## src/hdl/dtq_pkg.sv

```systemverilog
`default_nettype none
package dtq_pkg;

  localparam int DEPTH   = 32;
  localparam int MAX_OUT = 32;

  localparam int CNT_W = $clog2(DEPTH + 1);
  localparam int POP_W = $clog2(MAX_OUT + 1);

  typedef enum logic [1:0] {
    KIND_ADDED   = 2'd0,
    KIND_FULL    = 2'd1,
    KIND_EXPIRED = 2'd2,
    KIND_NONE    = 2'd3
  } kind_t;

  typedef struct packed {
    logic [31:0] deadline;
    logic [31:0] client;
    logic [15:0] tag;
  } entry_t;

  // command broadcast to every cell of the chain
  typedef struct packed {
    logic insert;
    logic pop;
  } cell_cmd_t;

endpackage
`default_nettype wire

```

## src/hdl/dtq_cell.sv

```systemverilog
`default_nettype none
module dtq_cell
  import dtq_pkg::*;
(
  input  wire logic      clk,
  input  wire cell_cmd_t cmd,
  input  wire logic      occ,
  input  wire logic      left_kept,
  input  wire entry_t    left_ent,
  input  wire entry_t    right_ent,
  input  wire entry_t    new_ent,
  output entry_t         ent,
  output logic           keep
);

  entry_t ent_r;
  entry_t ent_nxt;

  // an occupied slot not later than the new deadline stays put
  assign keep = occ && (ent_r.deadline <= new_ent.deadline);
  assign ent  = ent_r;

  always_comb begin
    ent_nxt = ent_r;
    if (cmd.insert && !keep) begin
      ent_nxt = left_kept ? new_ent : left_ent;
    end else if (cmd.pop) begin
      ent_nxt = right_ent;
    end
  end

  always_ff @(posedge clk) begin
    ent_r <= ent_nxt;
  end

endmodule
`default_nettype wire

```

## config.mk

```make
export PLATFORM = sky130hd
export DESIGN_NAME = dtq_cell
export DESIGN_NICKNAME = d
export VERILOG_FILES = /design/src/hdl/dtq_pkg.sv /design/src/hdl/dtq_cell.sv
export SDC_FILE = /design/constraint.sdc
export NUM_CORES = 1
export LEC_CHECK = 0
export BUFFER_PORTS_ARGS = -buffer_cell sky130_fd_sc_hd__buf_2
export CORE_AREA = 4 4 123 125
export CTS_CLUSTER_SIZE = 28
export DETAILED_ROUTE_END_ITERATION = 7
export DIE_AREA = 0 0 127 129
export PLACE_DENSITY_LB_ADDON = 0.05
export SLEW_MARGIN = 10
export SYNTH_ARGS = -nofsm -noshare
export SYNTH_HDL_FRONTEND = slang
export SYNTH_SLANG_ARGS = --single-unit
```

## constraint.sdc

```tcl
create_clock -name clk -period 4.7 [get_ports clk]
set_input_delay 0 -clock clk [delete_from_list [all_inputs] [get_ports clk]]
set_output_delay 0 -clock clk [all_outputs]
set_load 0.01 [all_outputs]
```

==> metrics.md <==
| Metric | Value |
|---|---|
| Multi-input gate area | 0.00275 mm2 |
| Via-per-instance ratio | 4.77 |
| Fin. Hold Viols | 0 |
| Input/output buffers | 325 |
| R2R Setup Slk | 1.23 ns |
| Placed Cells | 869 |
| First-pass GRT wire length | 25.1 mm |
| DR iter-0 viols | 141 |
| Final ANT Viol Nets | 0 |
| Cell Area, Placed | 0.00715 mm2 |
| CP startpoint kind | flop |
| Initial DRT Pass Iterations | 4 |
| Clock root cell | clkbuf_16 |
| CORE AREA | 0.0139 mm2 |
| CTS buffer count | 9 |
| Distinct cells, synth | 32 |
| Largest net degree at the start of global routing | 81 |
| Total GRT Usage | 19.6% |
| Relative max-transition margin | 25.0% |
| Cell Area, Synth | 0.00539 mm2 |
| Buf/Inv on CP | 1 |
| # setup viols final | 0 |
| Place WS | 1.17 ns |
| # Max-Cap Violations | 0 |
| Hold Crit Depth | 3 |
| Fin Clk Skew | 0.00895 ns |
| R2r startpoint | ent[79] |
| Hold path start | left_ent[55] |
| Final Non-Filler Cells | 964 |
| Vias post-DR | 4597 |
| Clk buf depth | 2 |
| Max incr delay on CP | 0.86 ns |
| Die Span X | 127 um |
| Final worst-path setup slack | 1.23 ns |
| Skew-Pair Late Insertion Delay | 0.34 ns |
| GRT overflow | 0 |
| Final Slew Violations | 0 |
| Post-CTS Repair Setup Buffers | 0 |
| Cell Chain, Critical Path | ha_1 -> nand4_2 -> nor4_2 -> nand2_1 -> and2_4 -> a211oi_4 -> buf_4 -> mux2_2 |
| Register area | 0.00240 mm2 |
| Worst VDD drop | 138 uV |
| Yosys reg bits | 80 |
| Initial core utilization | 38.8% |
| Sequential-to-total area share from yosys stat | 44.5% |
| Hold EP | ent[55] |
| CP Class | reg2reg |
| Post-CTS Resized | 0 |
| Rows | 43 |
| Crit Path Max Fanout | 60 |
| Largest register FFs | 80 |
| Share of layout cells above drive strength 1 | 64.1% |
| Drt drc | 0 |
| Routed len/inst | 17.1 um |
| Crit path DAT | 3.55 ns |
| Initial antenna violation count | 1 |
| Family with the most delay on the worst path | simple AND/OR/NAND/NOR gates |
| Post-Syn Nets | 656 |
| DP Wirelength | 12.4 mm |
| GPL Wtd Cong | 0.829 |
| PD cells | 289 mW/mm2 |
| Crit path capture type | flop |
| Final WL | 16.5 mm |
| Cell count after synthesis | 379 |
| Worst R2R Path Depth | 8 |
| Die area | 0.0164 mm2 |
| Finished layout cell area | 0.00819 mm2 |
| CP required | 4.78 ns |
| Slowest CP cell | buf_4 |
| Die Y | 129 um |
| Hold buffers post-CTS | 80 |
| Final period demand of the worst path | 3.47 ns |
| Most common cell after layout, fill and taps aside | buf_2 |
| Ys async rst share | 0% |
| Area grow syn2layout | 51.9% |
| CTS sink cnt | 80 |
| Top Ports | 326 |
| Total negative slack | 0 ns |
| Worst Tran Pin Value | 1.13 ns |
| Nets | 1057 |
| Leak | 3.93 nW |
| Fillers | 1215 |
| FMAX | 289 MHz |
| Min-delay worst type | in2reg |
| Post-synth EDFFs | 80 |
| Mapped Avg Cell Area | 14.2 um2 |
| Status | completed |
| Yosys Warn Count | 0 |
| Final period utilization | 73.7% |
| Commonest non-fill, non-tap cells in the layout | 324 x buf_2, 111 x mux2_2, 80 x edfxtp_1, 80 x dlygate4sd3_1, 49 x mux2_4 |
| Vias in the first global route | 4977 |
| RSZ-0062 raised after global routing | false |
| RR Endpoint | ent[35] |
| Dominant synthesized flop cell | edfxtp_1 |
| Number of cells on the critical path | 8 |
| CTS tree | built |
| Clock transition at path regs | 0.06 ns |
| Htree depth | 3 |
## worst max-delay path by stage
stage | endpoint | startpoint
2_1_floorplan | ent[0] | ent[78]
3_3_place_gp | ent[25] | ent[79]
3_5_place_dp | ent[35] | ent[79]
4_1_cts | ent[24] | ent[79]
5_1_grt | ent[35] | ent[62]
6_report | ent[35] | ent[79]
## synthesized netlist by cell type, drive strengths merged, types with 2 or more instances
master	number	area [um2]
a211oi	2	27.5
a21o	2	15.0
a21oi	12	60.1
buf	8	90.1
clkbuf	9	33.8
edfxtp	80	2400
ha	32	400
inv	32	120
mux2	160	1990
nand2	8	30.0
nand3	3	15.0
nand4	8	56.3
nor2	3	11.3
nor2b	2	12.5
nor4	2	18.8
o21ai	4	20.0
## where the power goes
group / internal, W / total, W / leakage, nW / switching, W
Sequential: 0.000932 / 0.000969 / 0.809 / 0.0000372
Clock: 0.000350 / 0.000619 / 0.120 / 0.000269
Combinational: 0.000429 / 0.000785 / 3.00 / 0.000356
Total: 0.00171 / 0.00237 / 3.93 / 0.000662
## layer usage
metal | routed length, um | part of all wire, % | global-route usage (%)
met1 | 6040 | 37 | 20.7
met2 | 8850 | 54 | 37.7
met3 | 1250 | 7.6 | 4.82
met4 | 357 | 2.2 | 7.19
met5 | 0 | 0 | 0
## stage by stage
step	utilization (%)	hold WS (ns)	total power, W
after floorplan	-	0.142	0.00144
after global placement	51.5	0.302	0.00171
after detailed placement	51.5	0.304	0.00172
after CTS	59.0	0.0782	0.00240
after global routing	59.0	0.0870	0.00250
final	59.0	0.0888	0.00237
## logic make-up after synthesis
logic type / share of synthesized area [%]
buffers and inverters: 4.52
AND/OR/NAND/NOR: 3.34
adder cells (fa/ha/maj): 7.42
AO/OA/AOI/OAI: 3.34
flip-flops: 44.5
multiplexers: 36.8
## worst min-delay path: stages
cell and delay (ns):
buf_2 0.07, mux2_2 0.12, mux2_2 0.13
## area by class of cell
type | count | area share, %
Inverter | 32 | 1.47
Multi-Input combinational cell | 250 | 33.6
Tap cell | 180 | 2.75
Antenna cell | 1 | 0.0305
Clock buffer | 12 | 2.89
Timing Repair Buffer | 407 | 29.8
Sequential cell | 80 | 29.3
Clock inverter | 2 | 0.107
(Power assumes the default switching activity.)
